--- src/design/wsd_pkg.sv ---
// ---------------------------------------------------------------------------
// wsd_pkg: shared types and constants of the frame deframer
// Result codes, opcodes and the result record passed from the parser to the
// output stage.
// ---------------------------------------------------------------------------
package wsd_pkg;

  // result kinds
  localparam logic [1:0] KIND_HEADER  = 2'd0;
  localparam logic [1:0] KIND_PAYLOAD = 2'd1;
  localparam logic [1:0] KIND_ERROR   = 2'd2;

  // error codes
  localparam logic ERR_OPCODE = 1'b0;
  localparam logic ERR_LENGTH = 1'b1;

  // frame types as reported
  localparam logic [2:0] FT_CONT   = 3'd0;
  localparam logic [2:0] FT_TEXT   = 3'd1;
  localparam logic [2:0] FT_BINARY = 3'd2;
  localparam logic [2:0] FT_CLOSE  = 3'd3;
  localparam logic [2:0] FT_PING   = 3'd4;
  localparam logic [2:0] FT_PONG   = 3'd5;

  // opcodes on the wire
  localparam logic [3:0] OP_CONT   = 4'h0;
  localparam logic [3:0] OP_TEXT   = 4'h1;
  localparam logic [3:0] OP_BINARY = 4'h2;
  localparam logic [3:0] OP_CLOSE  = 4'h8;
  localparam logic [3:0] OP_PING   = 4'h9;
  localparam logic [3:0] OP_PONG   = 4'hA;

  // seven-bit length codes that announce an extended length
  localparam logic [6:0] LEN_CODE_16 = 7'd126;
  localparam logic [6:0] LEN_CODE_64 = 7'd127;

  // header byte index of the first key byte per length mode
  localparam logic [3:0] KEY_START_7  = 4'd2;
  localparam logic [3:0] KEY_START_16 = 4'd4;
  localparam logic [3:0] KEY_START_64 = 4'd10;
  localparam logic [3:0] KEY_BYTES    = 4'd4;
  // in 64-bit mode, header bytes below this index are the upper length bytes
  localparam logic [3:0] LEN64_LOW_START = 4'd6;

  typedef enum logic [1:0] {
    LM_7  = 2'd0,
    LM_16 = 2'd1,
    LM_64 = 2'd2
  } len_mode_t;

  typedef struct packed {
    logic [1:0]  kind;
    logic [2:0]  frame_type;
    logic        masked;
    logic [31:0] payload_length;
    logic [7:0]  data_byte;
    logic        last;
    logic        error_code;
  } result_t;

endpackage

--- src/design/wsd_parse.sv ---
// ---------------------------------------------------------------------------
// wsd_parse: frame header parser and payload unmasker
// Holds the parse state and turns one received byte into at most one result
// in the same cycle.
// ---------------------------------------------------------------------------
module wsd_parse (
  input  logic             clk,
  input  logic             rst,
  input  logic             in_valid,   // byte accepted this cycle
  input  logic [7:0]       in_byte,
  output logic             res_valid,
  output wsd_pkg::result_t res
);
  import wsd_pkg::*;

  typedef enum logic [4:0] {
    PH_FIRST  = 5'b00001,
    PH_SECOND = 5'b00010,
    PH_EXTLEN = 5'b00100,
    PH_KEY    = 5'b01000,
    PH_DATA   = 5'b10000
  } phase_t;

  phase_t      phase, phase_next;
  logic [3:0]  hdr_count, hdr_count_next;
  logic [2:0]  type_code, type_code_next;
  logic        mask_present, mask_present_next;
  len_mode_t   len_mode, len_mode_next;
  logic [31:0] length_value, length_value_next;
  logic [31:0] key_word, key_word_next;
  logic [31:0] payload_index, payload_index_next;

  logic        hdr_done;
  logic        fail;
  logic        fail_code;
  logic        data_out;
  logic [6:0]  len7;
  logic [3:0]  key_start;
  logic [3:0]  hdr_inc;
  logic [7:0]  key_byte;
  logic        data_last;
  logic        op_ok;
  logic [2:0]  op_type;

  // key start index for the current length mode
  always_comb begin
    unique case (len_mode)
      LM_16:   key_start = KEY_START_16;
      LM_64:   key_start = KEY_START_64;
      default: key_start = KEY_START_7;
    endcase
  end

  assign len7      = in_byte[6:0];
  assign hdr_inc   = hdr_count + 4'd1;
  assign key_byte  = 8'(key_word >> {~payload_index[1:0], 3'b000});
  assign data_last = (payload_index == length_value - 32'd1);

  // opcode and fin check
  always_comb begin
    op_ok   = 1'b1;
    op_type = FT_CONT;
    if (in_byte[7]) begin
      case (in_byte[3:0])
        OP_TEXT:   op_type = FT_TEXT;
        OP_BINARY: op_type = FT_BINARY;
        OP_CLOSE:  op_type = FT_CLOSE;
        OP_PING:   op_type = FT_PING;
        OP_PONG:   op_type = FT_PONG;
        default:   op_ok   = 1'b0;
      endcase
    end else begin
      op_ok = (in_byte[3:0] == OP_CONT);
    end
  end

  // next state and result
  always_comb begin
    phase_next         = phase;
    hdr_count_next     = hdr_count;
    type_code_next     = type_code;
    mask_present_next  = mask_present;
    len_mode_next      = len_mode;
    length_value_next  = length_value;
    key_word_next      = key_word;
    payload_index_next = payload_index;
    hdr_done           = 1'b0;
    fail               = 1'b0;
    fail_code          = ERR_OPCODE;
    data_out           = 1'b0;
    res                = '0;

    unique case (phase)
      PH_SECOND: begin
        mask_present_next = in_byte[7];
        key_word_next     = '0;
        hdr_count_next    = KEY_START_7;
        if (len7 == LEN_CODE_16) begin
          len_mode_next     = LM_16;
          length_value_next = '0;
          phase_next        = PH_EXTLEN;
        end else if (len7 == LEN_CODE_64) begin
          len_mode_next     = LM_64;
          length_value_next = '0;
          phase_next        = PH_EXTLEN;
        end else begin
          len_mode_next     = LM_7;
          length_value_next = 32'(len7);
          if (in_byte[7]) phase_next = PH_KEY;
          else            hdr_done   = 1'b1;
        end
      end
      PH_EXTLEN: begin
        if (len_mode == LM_64 && hdr_count < LEN64_LOW_START && in_byte != 8'd0) begin
          fail      = 1'b1;
          fail_code = ERR_LENGTH;
        end else begin
          if (!(len_mode == LM_64 && hdr_count < LEN64_LOW_START)) begin
            length_value_next = {length_value[23:0], in_byte};
          end
          hdr_count_next = hdr_inc;
          if (hdr_inc == key_start) begin
            if (mask_present) phase_next = PH_KEY;
            else              hdr_done   = 1'b1;
          end
        end
      end
      PH_KEY: begin
        key_word_next  = {key_word[23:0], in_byte};
        hdr_count_next = hdr_inc;
        if (hdr_inc == key_start + KEY_BYTES) hdr_done = 1'b1;
      end
      PH_DATA: begin
        data_out           = 1'b1;
        res.kind           = KIND_PAYLOAD;
        res.data_byte      = in_byte ^ key_byte;
        res.last           = data_last;
        payload_index_next = payload_index + 32'd1;
        if (data_last) begin
          phase_next     = PH_FIRST;
          hdr_count_next = '0;
        end
      end
      default: begin
        if (op_ok) begin
          type_code_next = op_type;
          hdr_count_next = 4'd1;
          phase_next     = PH_SECOND;
        end else begin
          fail      = 1'b1;
          fail_code = ERR_OPCODE;
        end
      end
    endcase

    // header complete
    if (hdr_done) begin
      res.kind           = KIND_HEADER;
      res.frame_type     = type_code;
      res.masked         = mask_present_next;
      res.payload_length = length_value_next;
      res.last           = (length_value_next == 32'd0);
      hdr_count_next     = '0;
      payload_index_next = '0;
      phase_next         = (length_value_next == 32'd0) ? PH_FIRST : PH_DATA;
    end

    // error: restart at the next byte
    if (fail) begin
      res.kind       = KIND_ERROR;
      res.last       = 1'b1;
      res.error_code = fail_code;
      phase_next     = PH_FIRST;
      hdr_count_next = '0;
    end

    res_valid = in_valid && (hdr_done || fail || data_out);
  end

  // state registers
  always_ff @(posedge clk) begin
    if (rst) begin
      phase         <= PH_FIRST;
      hdr_count     <= '0;
      type_code     <= FT_CONT;
      mask_present  <= 1'b0;
      len_mode      <= LM_7;
      length_value  <= '0;
      key_word      <= '0;
      payload_index <= '0;
    end else if (in_valid) begin
      phase         <= phase_next;
      hdr_count     <= hdr_count_next;
      type_code     <= type_code_next;
      mask_present  <= mask_present_next;
      len_mode      <= len_mode_next;
      length_value  <= length_value_next;
      key_word      <= key_word_next;
      payload_index <= payload_index_next;
    end
  end

endmodule

--- src/design/websocket_frame_deframer.sv ---
// ---------------------------------------------------------------------------
// websocket_frame_deframer: receive-side frame deframer
// Takes one stream byte per transaction and emits header, payload and error
// results on an output stream.
// ---------------------------------------------------------------------------
// One byte is taken per clock cycle unless the output stalls, and its result is
// registered; the header parser and unmasker finish each byte in a single pass.
// A byte is accepted whenever the output register is empty or being drained,
// so a stalled output stops input only while a result waits. Header bytes
// yield no result until the header completes (one header transaction, last
// set for a zero-length frame); each payload byte yields one unmasked
// transaction; a bad opcode/FIN pair or a 64-bit length above 32 bits yields
// an error transaction with last set, and parsing restarts at the next byte.
module websocket_frame_deframer (
  input  logic        clk,
  input  logic        rst,
  input  logic        s_tvalid,
  output logic        s_tready,
  input  logic [7:0]  s_tdata,   // [7:0] rx_byte
  output logic        m_tvalid,
  input  logic        m_tready,
  output logic [47:0] m_tdata,   // [2:0] frame_type, [3] masked,
                                 // [35:4] payload_length, [43:36] data_byte,
                                 // [44] error_code, [47:45] zero
  output logic [1:0]  m_tuser,   // [1:0] kind
  output logic        m_tlast
);
  import wsd_pkg::*;

  logic    in_accept;
  logic    res_valid;
  result_t res;
  result_t out_res;

  assign s_tready  = !m_tvalid || m_tready;
  assign in_accept = s_tvalid && s_tready;

  // parser
  wsd_parse u_parse (
    .clk       (clk),
    .rst       (rst),
    .in_valid  (in_accept),
    .in_byte   (s_tdata),
    .res_valid (res_valid),
    .res       (res)
  );

  // output register valid
  always_ff @(posedge clk) begin
    if (rst) begin
      m_tvalid <= 1'b0;
    end else if (s_tready) begin
      m_tvalid <= res_valid;
    end
  end

  // output register payload
  always_ff @(posedge clk) begin
    if (res_valid) begin
      out_res <= res;
    end
  end

  assign m_tdata = {3'b000, out_res.error_code, out_res.data_byte,
                    out_res.payload_length, out_res.masked, out_res.frame_type};
  assign m_tuser = out_res.kind;
  assign m_tlast = out_res.last;

endmodule
--- config.mk ---
export PLATFORM = sky130hd
export DESIGN_NAME = websocket_frame_deframer
export DESIGN_NICKNAME = d
export VERILOG_FILES = /design/src/design/wsd_pkg.sv /design/src/design/wsd_parse.sv /design/src/design/websocket_frame_deframer.sv
export SDC_FILE = /design/constraint.sdc
export NUM_CORES = 1
export LEC_CHECK = 0
export BUFFER_PORTS_ARGS = -buffer_cell sky130_fd_sc_hd__buf_2
export CAP_MARGIN = 0
export CORE_MARGIN = 2
export CORE_UTILIZATION = 30
export CTS_CLUSTER_SIZE = 12
export DETAILED_ROUTE_END_ITERATION = 16
export PLACE_DENSITY = 0.49
export SLEW_MARGIN = 0
export SYNTH_ARGS = -nofsm -noshare
export SYNTH_HDL_FRONTEND = slang
export SYNTH_SLANG_ARGS = --single-unit
--- constraint.sdc ---
create_clock -name clk -period 6.88 [get_ports clk]
set_input_delay 1.032 -clock clk [delete_from_list [all_inputs] [get_ports clk]]
set_output_delay 1.032 -clock clk [all_outputs]
set_load 0.02 [all_outputs]
==> results of run 1 <==
==> worst max path at each step <==
stage	from	to	slack [ps]
after floorplan	s_tdata[2]	m_tdata[0]	2860
after global placement	s_tdata[0]	m_tdata[26]	2430
after detailed placement	s_tdata[0]	m_tdata[21]	2340
after CTS	s_tdata[0]	m_tdata[32]	2820
after global routing	u_parse.phase[4]	m_tdata[29]	2470
final	u_parse.length_value[0]	u_parse.phase[4]	2810
==> cells by family (layout without fill, tap and decap cells) <==
group | Yosys count | after routing | share of synthesized area
AO/OA/AOI/OAI | 205 | 205 | 0.1673
XOR/XNOR | 74 | 74 | 0.07797
adder cells (fa/ha/maj) | 6 | 6 | 0.008843
buffers and inverters | 104 | 125 | 0.04982
flip-flops | 160 | 160 | 0.4339
multiplexers | 14 | 14 | 0.02948
other | 1 | 3 | 0.0004417
AND/OR/NAND/NOR | 389 | 389 | 0.2323
==> per-stage QoR <==
step,cell area [µm²],total power [W]
3_5_place_dp,9034,0.001126
5_1_grt,9605,0.002091
2_1_floorplan,8497,0.001087
4_1_cts,9605,0.002049
6_report,9605,0.002024
3_3_place_gp,9034,0.001125
==> cells in the mapped netlist (3+ instances only) <==
library cell,number
a2111oi_2,4
a211oi_1,4
a21oi_1,60
a22oi_1,76
a31oi_1,5
and2_1,7
and3_1,15
and4_1,4
buf_1,3
buf_2,11
buf_4,3
clkbuf_1,65
dfxtp_1,112
edfxtp_1,48
ha_1,6
inv_1,21
mux2i_1,4
mux4_2,8
nand2_1,71
nand2b_1,6
nand3_1,46
nand3b_1,3
nand4_1,16
nand4b_1,4
nor2_1,137
nor2b_1,6
nor3_1,23
nor3b_1,4
nor4_1,15
nor4_2,3
nor4_4,3
o2111ai_1,3
o21ai_0,21
o21ai_1,3
or2_2,3
or3_1,7
or4_1,5
xnor2_1,40
xor2_1,33
==> cell type report <==
cell class | instances | area, µm²
Fill cell | 2876 | 18250
Inverter | 21 | 78.83
Clock buffer | 23 | 500.5
Multi-Input combinational cell | 691 | 4410
Timing Repair Buffer | 72 | 387.9
Clock inverter | 9 | 71.32
Tap cell | 378 | 473.0
Sequential cell | 160 | 3684
==> registers in the layout, summed over array words and instances, names as in the netlist <==
name,count
m_tuser,2
u_parse.payload_index,32
m_tvalid,1
u_parse.len_mode,2
u_parse.mask_present,1
u_parse.key_word,32
u_parse.type_code,3
u_parse.hdr_count,4
u_parse.phase,5
m_tdata,45
m_tlast,1
u_parse.length_value,32
==> worst register-to-register path, stage by stage (launching register included) <==
cell and delay (ps):
dfxtp_1 410, inv_1 90, ha_1 260, nor4b_2 660
nand4b_1 260, or4b_2 700, xnor2_1 170, a2111oi_2 470
nand4_2 310, a21o_2 340, mux2_4 300
==> routing by layer <==
layer,share of wire,GRT usage,vias up
li1,-,-,3465
met5,0,0,-
met3,0.043,0.03113,17
met2,0.48,0.2741,193
met4,0.0095,0.04604,0
met1,0.47,0.2369,3513
==> power groups by stage <==
stage / clock (W) / combinational (W) / sequential [W]
3_3_place_gp: 0 / 0.000108 / 0.00102
2_1_floorplan: 0 / 0.0000487 / 0.00104
5_1_grt: 0.000976 / 0.000118 / 0.000998
3_5_place_dp: 0 / 0.000108 / 0.00102
6_report: 0.000921 / 0.000107 / 0.000996
4_1_cts: 0.000944 / 0.000108 / 0.000996
==> impl_metrics.csv, run 1 <==
group,metric,value,unit
floorplan,pin_count,65,
setup_path,r2r-start,"u_parse.length_value[0]",
floorplan,core,27860,µm²
timing,hold_viol,0,
placed_design,place_congestion,0.8486,
min_path,hold_path_startpoint,"u_parse.type_code[2]",
setup_path,startpoint_type,"flip-flop",
layout,antennaDiodeCount,0,
setup_path,cp_num_buf_inv,1,
grt,grt_pass1_wl,39010,µm
setup_path,critPathTopFamily,"simple AND/OR/NAND/NOR gates",
placed_design,hpwl,16320,µm
setup_path,required,7210,ps
power,switchingPower,0.0004905,W
floorplan,initial_core_util,0.3047,
min_path,worstHoldPathCells,2,
yosys,syn_inst,953,
route,detail_route.wl_per_cell,18.12,µm
timing,finalSetupViolCount,0,
cts,numClockSinks,160,
power,p_leak,3.335,nW
placed_design,dp_slack,2343,ps
power,pwr-share-seq,0.492,
layout,finalNonFillerCells,1354,
timing,tightest_slew,1085,ps
layout,utilization,0.3448,
yosys,synth_edf_count,48,
min_path,hp-class,"reg2reg",
timing,tns,0,ps
grt,track_usage,0.1711,
cts,cts_resized,0,
power,vdd_drop_max,0.1454,mV
timing,skew,9.860,ps
cts,numCtsBuffers,17,
yosys,yosysTopAreaCell,"dfxtp_1",
timing,max_freq,0.2458,GHz
setup_path,crit_type,"reg2reg",
power,p_int,0.001534,W
floorplan,die_x,172.2,µm
yosys,syn_area_per_cell,8.908,µm²
route,vias_per_cell,5.309,
setup_path,crit_path_max_fanout,9,
cts,root_buffer,"clkbuf_16",
timing,worst_slack,2812,ps
floorplan,rows,61,
placed_design,dp_cells,1322,
setup_path,critPathMaxStageDelay,700,ps
layout,final_nets,981,
yosys,yosysSeqAreaShare,0.4339,
setup_path,arrival,4400,ps
setup_path,r2r_cells,10,
min_path,min_to,"u_parse.type_code[2]",
timing,maxSlewHeadroom,0.2765,
yosys,yosysTopAreaCellShare,0.2641,
yosys,synthTopCellsByArea,"dfxtp_1, edfxtp_1, a22oi_1, nor2_1, xnor2_1",
grt,grt_max_degree,86,
yosys,yosys_warnings,0,
setup_path,slowest_stage,"or4b_2",
grt,antenna_found_initial,0,
route,vias,7188,
status,status,"completed",
cts,htree_levels,4,
yosys,netlist_area,8489,µm²
grt,grt_pass1_vias,6837,
grt,overflow,0,
yosys,synth.distinct_cells,77,
floorplan,die_h,172.2,µm
route,detail-route-antenna-nets,0,
timing,whs,483.6,ps
setup_path,crit_chain,"inv_1, ha_1, nor4b_2, nand4b_1, or4b_2, xnor2_1, a2111oi_2, nand4_2, a21o_2, mux2_4",
power,p_sw_frac,0.2423,
yosys,synthArstFlopShare,0,
layout,layout-drive-gt1-share,0.1434,
floorplan,design.die.area,29660,µm²
timing,rsz0062_at_grt,"false",
timing,period_needed,4068,ps
cts,clockBufferDepth,2,
route,routed_wirelength,24540,µm
cts,cts_tree,"done",
setup_path,path_depth,10,
flow_run,maxCapViolations,0,
route,dr.pass1.iters,5,
power,power.density,210.8,nW/µm²
placed_design,io_buffers,61,
setup_path,crit_path_end_kind,"flip-flop",
setup_path,rr_endpoint,"u_parse.phase[4]",
route,drt-initial-drc-count,557,
power,combPwrFrac,0.053,
timing,min_period_over_period,0.5913,
cts,cts.reportedPaths.clkPinSlew,60,ps
cts,ctsHoldBuffers,0,
cts,clock_latency,440,ps
layout,mostFrequentLayoutCells,"nor2_1, dfxtp_1, a22oi_1",
yosys,synth.ff_latch_count,160,
route,drc_errors,0,
timing,maxSlewViolCount,0,
layout,mostFrequentLayoutCell,"nor2_1",
cts,post-cts-setup-buffers,0,
yosys,synth_ff_type,"dfxtp_1",
power,pwr-share-clk,0.455,
setup_path,r2r_slack,2810,ps
layout,synthToLayoutAreaGrowth,13.15,%
Note: power is estimated with default switching activity, not from simulation.
==> run 2, diff against run 1 <==
==> constraint.sdc (replaced) <==
create_clock -name clk -period 3.8 [get_ports clk]
set_input_delay 0.57 -clock clk [delete_from_list [all_inputs] [get_ports clk]]
set_output_delay 0.57 -clock clk [all_outputs]
set_load 0.02 [all_outputs]
==> run 2 against run 1 <==
Net effect: first-iteration DRC count is 3.6% higher; total power increased by 86%; combinational power increased by 92%; clock skew increased by 1.0 ps; via count grew 1.9%; non-clock buffer count grew 28; sequential cell count stayed put; largest power group unchanged; highest routed layer unchanged.
==> impl_metrics.csv, run 2 (same netlist as run 1, synthesis figures left out) <==
group,metric,value,unit
timing,rsz0062_at_grt,"false",
placed_design,hpwl,17080,µm
cts,cts_tree,"done",
layout,mostFrequentLayoutCell,"nor2_1",
flow_run,maxCapViolations,0,
timing,min_period_over_period,0.9199,
floorplan,design.die.area,29660,µm²
grt,grt_max_degree,86,
power,p_leak,3.503,nW
floorplan,core,27860,µm²
setup_path,crit_type,"reg2reg",
cts,numClockSinks,160,
timing,maxSlewHeadroom,0.3495,
route,vias_per_cell,5.297,
timing,period_needed,3496,ps
grt,grt_pass1_wl,39850,µm
route,drt-initial-drc-count,577,
timing,tightest_slew,968.4,ps
cts,post-cts-setup-buffers,0,
timing,hold_viol,0,
setup_path,arrival,3820,ps
setup_path,startpoint_type,"flip-flop",
grt,grt_pass1_vias,7043,
placed_design,place_congestion,0.8959,
placed_design,io_buffers,61,
cts,numCtsBuffers,17,
route,detail-route-antenna-nets,0,
route,routed_wirelength,24840,µm
timing,maxSlewViolCount,0,
floorplan,pin_count,65,
cts,root_buffer,"clkbuf_16",
cts,cts_resized,0,
cts,clock_latency,440,ps
layout,layout-drive-gt1-share,0.1693,
grt,track_usage,0.1731,
grt,antenna_found_initial,0,
layout,largest_register_ff_count,45,
timing,max_freq,0.2861,GHz
route,drc_errors,0,
cts,htree_levels,4,
layout,synthToLayoutAreaGrowth,16.15,%
route,detail_route.wl_per_cell,17.97,µm
route,vias,7321,
setup_path,crit_path_end_kind,"flip-flop",
layout,mostFrequentLayoutCells,"nor2_1, dfxtp_1, a22oi_1",
timing,tns,0,ps
floorplan,rows,61,
grt,overflow,0,
timing,finalSetupViolCount,0,
layout,antennaDiodeCount,0,
timing,skew,10.88,ps
cts,clockBufferDepth,2,
setup_path,crit_path_max_fanout,8,
floorplan,die_h,172.2,µm
cts,cts.reportedPaths.clkPinSlew,70,ps
min_path,hp-class,"in2reg",
layout,final_nets,1009,
power,p_total,0.003757,W
power,vdd_drop_max,0.2146,mV
route,dr.pass1.iters,5,
cts,ctsHoldBuffers,0,
power,power.density,381.0,nW/µm²
floorplan,initial_core_util,0.3047,
status,status,"completed",
setup_path,required,4120,ps
floorplan,die_x,172.2,µm
[run 2: critical path: stages, from the launching register on]
cell	delay (ps)
dfxtp_1	390
inv_1	90
ha_1	260
nor4b_2	290
nand4b_1	210
or4b_2	690
xnor2_1	170
a2111oi_2	420
nand4_2	250
a21o_2	310
mux2_4	300
[run 2: worst paths after layout]
kind	slack [ps]	cells past startpoint	start	to
max	300	10	u_parse.length_value[1]	u_parse.phase[4]
min	460	3	s_tdata[7]	u_parse.mask_present
max reg2reg	300	10	u_parse.length_value[1]	u_parse.phase[4]
min reg2reg	480	2	u_parse.type_code[2]	u_parse.type_code[2]
[run 2: where the power goes]
group / switching [W] / internal (W)
clock: 0.000818 / 0.000933
sequential: 0.0000103 / 0.00179
combinational: 0.000150 / 0.0000559
total: 0.000978 / 0.00278
[run 2: cell type report]
class / count / area [µm²]
fill: 2863 / 18000
clock inverter: 13 / 142.6
multi-input combinational: 691 / 4408
tap: 378 / 473.0
clock buffer: 19 / 464.2
timing repair buffer: 100 / 610.6
inverter: 21 / 78.83
sequential: 160 / 3684
[run 2: routing by layer]
layer / share of wire / vias to the layer above / global-route usage
met5: 0 / - / 0
met4: 0.013 / 0 / 0.04531
met3: 0.041 / 25 / 0.02884
met2: 0.48 / 173 / 0.2836
met1: 0.47 / 3591 / 0.2366
li1: - / 3532 / -
[run 2: metrics by stage]
step,instances,hold slack (ps),instance area (µm²),util,setup WS (ps)
floorplan,955,441.7,8497,-,246.1
global placement,1350,466.1,9254,0.3322,438.7
detailed placement,1350,460.6,9254,0.3322,351.2
CTS,1382,458.7,9861,0.3540,325.8
global route,1382,497.9,9861,0.3540,62.32
finish,1382,465.0,9861,0.3540,304.3
==> run 3, diff against run 2 <==
--- a/config.mk
+++ b/config.mk
@@ -8,10 +8,11 @@
 export BUFFER_PORTS_ARGS = -buffer_cell sky130_fd_sc_hd__buf_2
 export CAP_MARGIN = 0
 export CORE_MARGIN = 2
-export CORE_UTILIZATION = 30
+export CORE_UTILIZATION = 39
 export CTS_CLUSTER_SIZE = 12
 export DETAILED_ROUTE_END_ITERATION = 16
-export PLACE_DENSITY = 0.49
+export PLACE_DENSITY = 0.67
+export RECOVER_POWER = 50
 export SLEW_MARGIN = 0
 export SYNTH_ARGS = -nofsm -noshare
 export SYNTH_HDL_FRONTEND = slang
==> run 3 against run 2 <==
Net effect: the flow now finishes with violations (max-capacitance violations, max-slew violations); clock skew up 5.4 ps; critical path depth stayed put; non-clock buffer count increased by 2; utilization rose by 10 points; sequential share of layout area up 0.88 points; cell area down 2.3%; worst hold slack improved by 8.6 ps; total power down 2.0%; highest routed layer unchanged.
==> impl_metrics.csv, run 3 (same netlist as run 1, synthesis figures left out) <==
group,metric,value,unit
status,status,"complete, but fails checks",
status,violations,"max-capacitance violations, max-slew violations",
route,detail-route-antenna-nets,0,
grt,grt_max_degree,40,
route,drt-initial-drc-count,698,
cts,clockBufferDepth,2,
floorplan,initial_core_util,0.4001,
placed_design,dpl-instance-area,9140,µm²
layout,seq_area,3684,µm²
setup_path,startpoint_type,"flip-flop",
setup_path,crit_path_max_fanout,7,
grt,grt_pass1_vias,7184,
min_path,hp-class,"reg2reg",
placed_design,io_buffers,61,
layout,multiInputGateArea,4405,µm²
setup_path,critPathMaxStageDelay,690,ps
timing,maxSlewViolCount,33,
route,detail_route.wl_per_cell,18.29,µm
placed_design,place_congestion,0.9414,
timing,tns,0,ps
cts,cts.reportedPaths.clkPinSlew,70,ps
grt,overflow,0,
setup_path,slowest_stage,"or4b_2",
layout,layout-drive-gt1-share,0.1113,
timing,period_needed,3467,ps
flow_run,maxCapViolations,2,
grt,antenna_found_initial,0,
layout,utilization,0.4540,
timing,rsz0062_at_grt,"false",
route,dr.pass1.iters,5,
timing,finalSetupViolCount,0,
setup_path,arrival,3790,ps
cts,root_buffer,"clkbuf_16",
timing,hold_viol,0,
placed_design,dp_slack,216.2,ps
setup_path,crit_type,"reg2reg",
floorplan,pin_count,65,
route,drc_errors,0,
layout,antennaDiodeCount,0,
cts,post-cts-setup-buffers,0,
cts,numClockSinks,160,
layout,final_nets,1011,
floorplan,die_h,151.5,µm
setup_path,required,4120,ps
cts,cts_tree,"done",
cts,clock_latency,440,ps
timing,maxSlewHeadroom,-0.4993,
placed_design,dp_cells,1249,
floorplan,die_x,151.5,µm
layout,finalNonFillerCells,1281,
placed_design,hpwl,15860,µm
grt,grt_pass1_wl,37960,µm
timing,skew,16.31,ps
cts,ctsHoldBuffers,0,
layout,largest_register_ff_count,45,
route,routed_wirelength,23430,µm
setup_path,cp_num_buf_inv,1,
layout,mostFrequentLayoutCell,"nor2_1",
floorplan,core,21220,µm²
grt,track_usage,0.2116,
timing,max_freq,0.2884,GHz
setup_path,crit_path_end_kind,"flip-flop",
power,vdd_drop_max,0.3024,mV
setup_path,critPathTopFamily,"simple AND/OR/NAND/NOR gates",
cts,numCtsBuffers,17,
floorplan,rows,53,
power,p_leak,3.350,nW
cts,htree_levels,4,
layout,synthToLayoutAreaGrowth,13.49,%
floorplan,design.die.area,22960,µm²
setup_path,crit_chain,"inv_1, ha_1, nor4b_4, nand4b_1, or4b_2, xnor2_1, a2111oi_2, nand4_2, a21o_2, mux2_4",
timing,tightest_slew,2234,ps
layout,nFillCells,2083,
timing,min_period_over_period,0.9124,
route,vias_per_cell,5.801,
timing,worst_slack,332.9,ps
route,vias,7431,
layout,final_cell_area,9634,µm²
power,power.density,382.0,nW/µm²
layout,mostFrequentLayoutCells,"nor2_1, dfxtp_1, a22oi_1",
## run 3: tightest hold or removal path: cells and delay by family (launching register included)
kind | cells | cell delay [ps]
simple gates | 1 | 60
compound gates | 1 | 50
flops | 1 | 310
## run 3: timing repair
item	4_1_cts	5_1_grt
resized for setup	0	1
endpoints found under the hold margin	0	0
endpoints found under the setup margin	0	3
## run 3: area by class of cell
cell class | instances | area share
Inverter | 21 | 0.008182
Clock buffer | 21 | 0.05013
Multi-Input combinational cell | 691 | 0.4573
Tap cell | 275 | 0.03571
Sequential cell | 160 | 0.3823
Timing Repair Buffer | 102 | 0.05662
Clock inverter | 11 | 0.009740
## run 3: layer usage
metal  track usage  wire, µm  up-vias
met1        0.2755     10100     3589
met5             0         0        -
met2        0.3459     11320      270
met4       0.07963       521        0
met3       0.04491      1491       44
li1              -         -     3528
## run 3: final timing paths
check,slack [ps],cells after the start,end,startpoint
max,330,10,u_parse.phase[3],u_parse.length_value[0]
max reg2reg,330,10,u_parse.phase[3],u_parse.length_value[0]
min reg2reg,470,2,u_parse.type_code[2],u_parse.type_code[2]
min,470,2,u_parse.type_code[2],u_parse.type_code[2]
## run 3: power by group
part / switching [W] / total [W] / leakage (nW) / internal [W]
Combinational: 0.000147 / 0.000194 / 1.69 / 0.0000464
Clock: 0.000751 / 0.00168 / 0.286 / 0.000932
Sequential: 0.0000116 / 0.00180 / 1.38 / 0.00179
Total: 0.000910 / 0.00368 / 3.35 / 0.00277
## run 3: through the flow
step | total power (W) | hold slack [ps]
global placement | 0.002040 | 457.5
detailed placement | 0.002043 | 458.0
global route | 0.003796 | 512.7
finish | 0.003680 | 473.6
CTS | 0.003713 | 472.5
floorplan | 0.001969 | 441.7
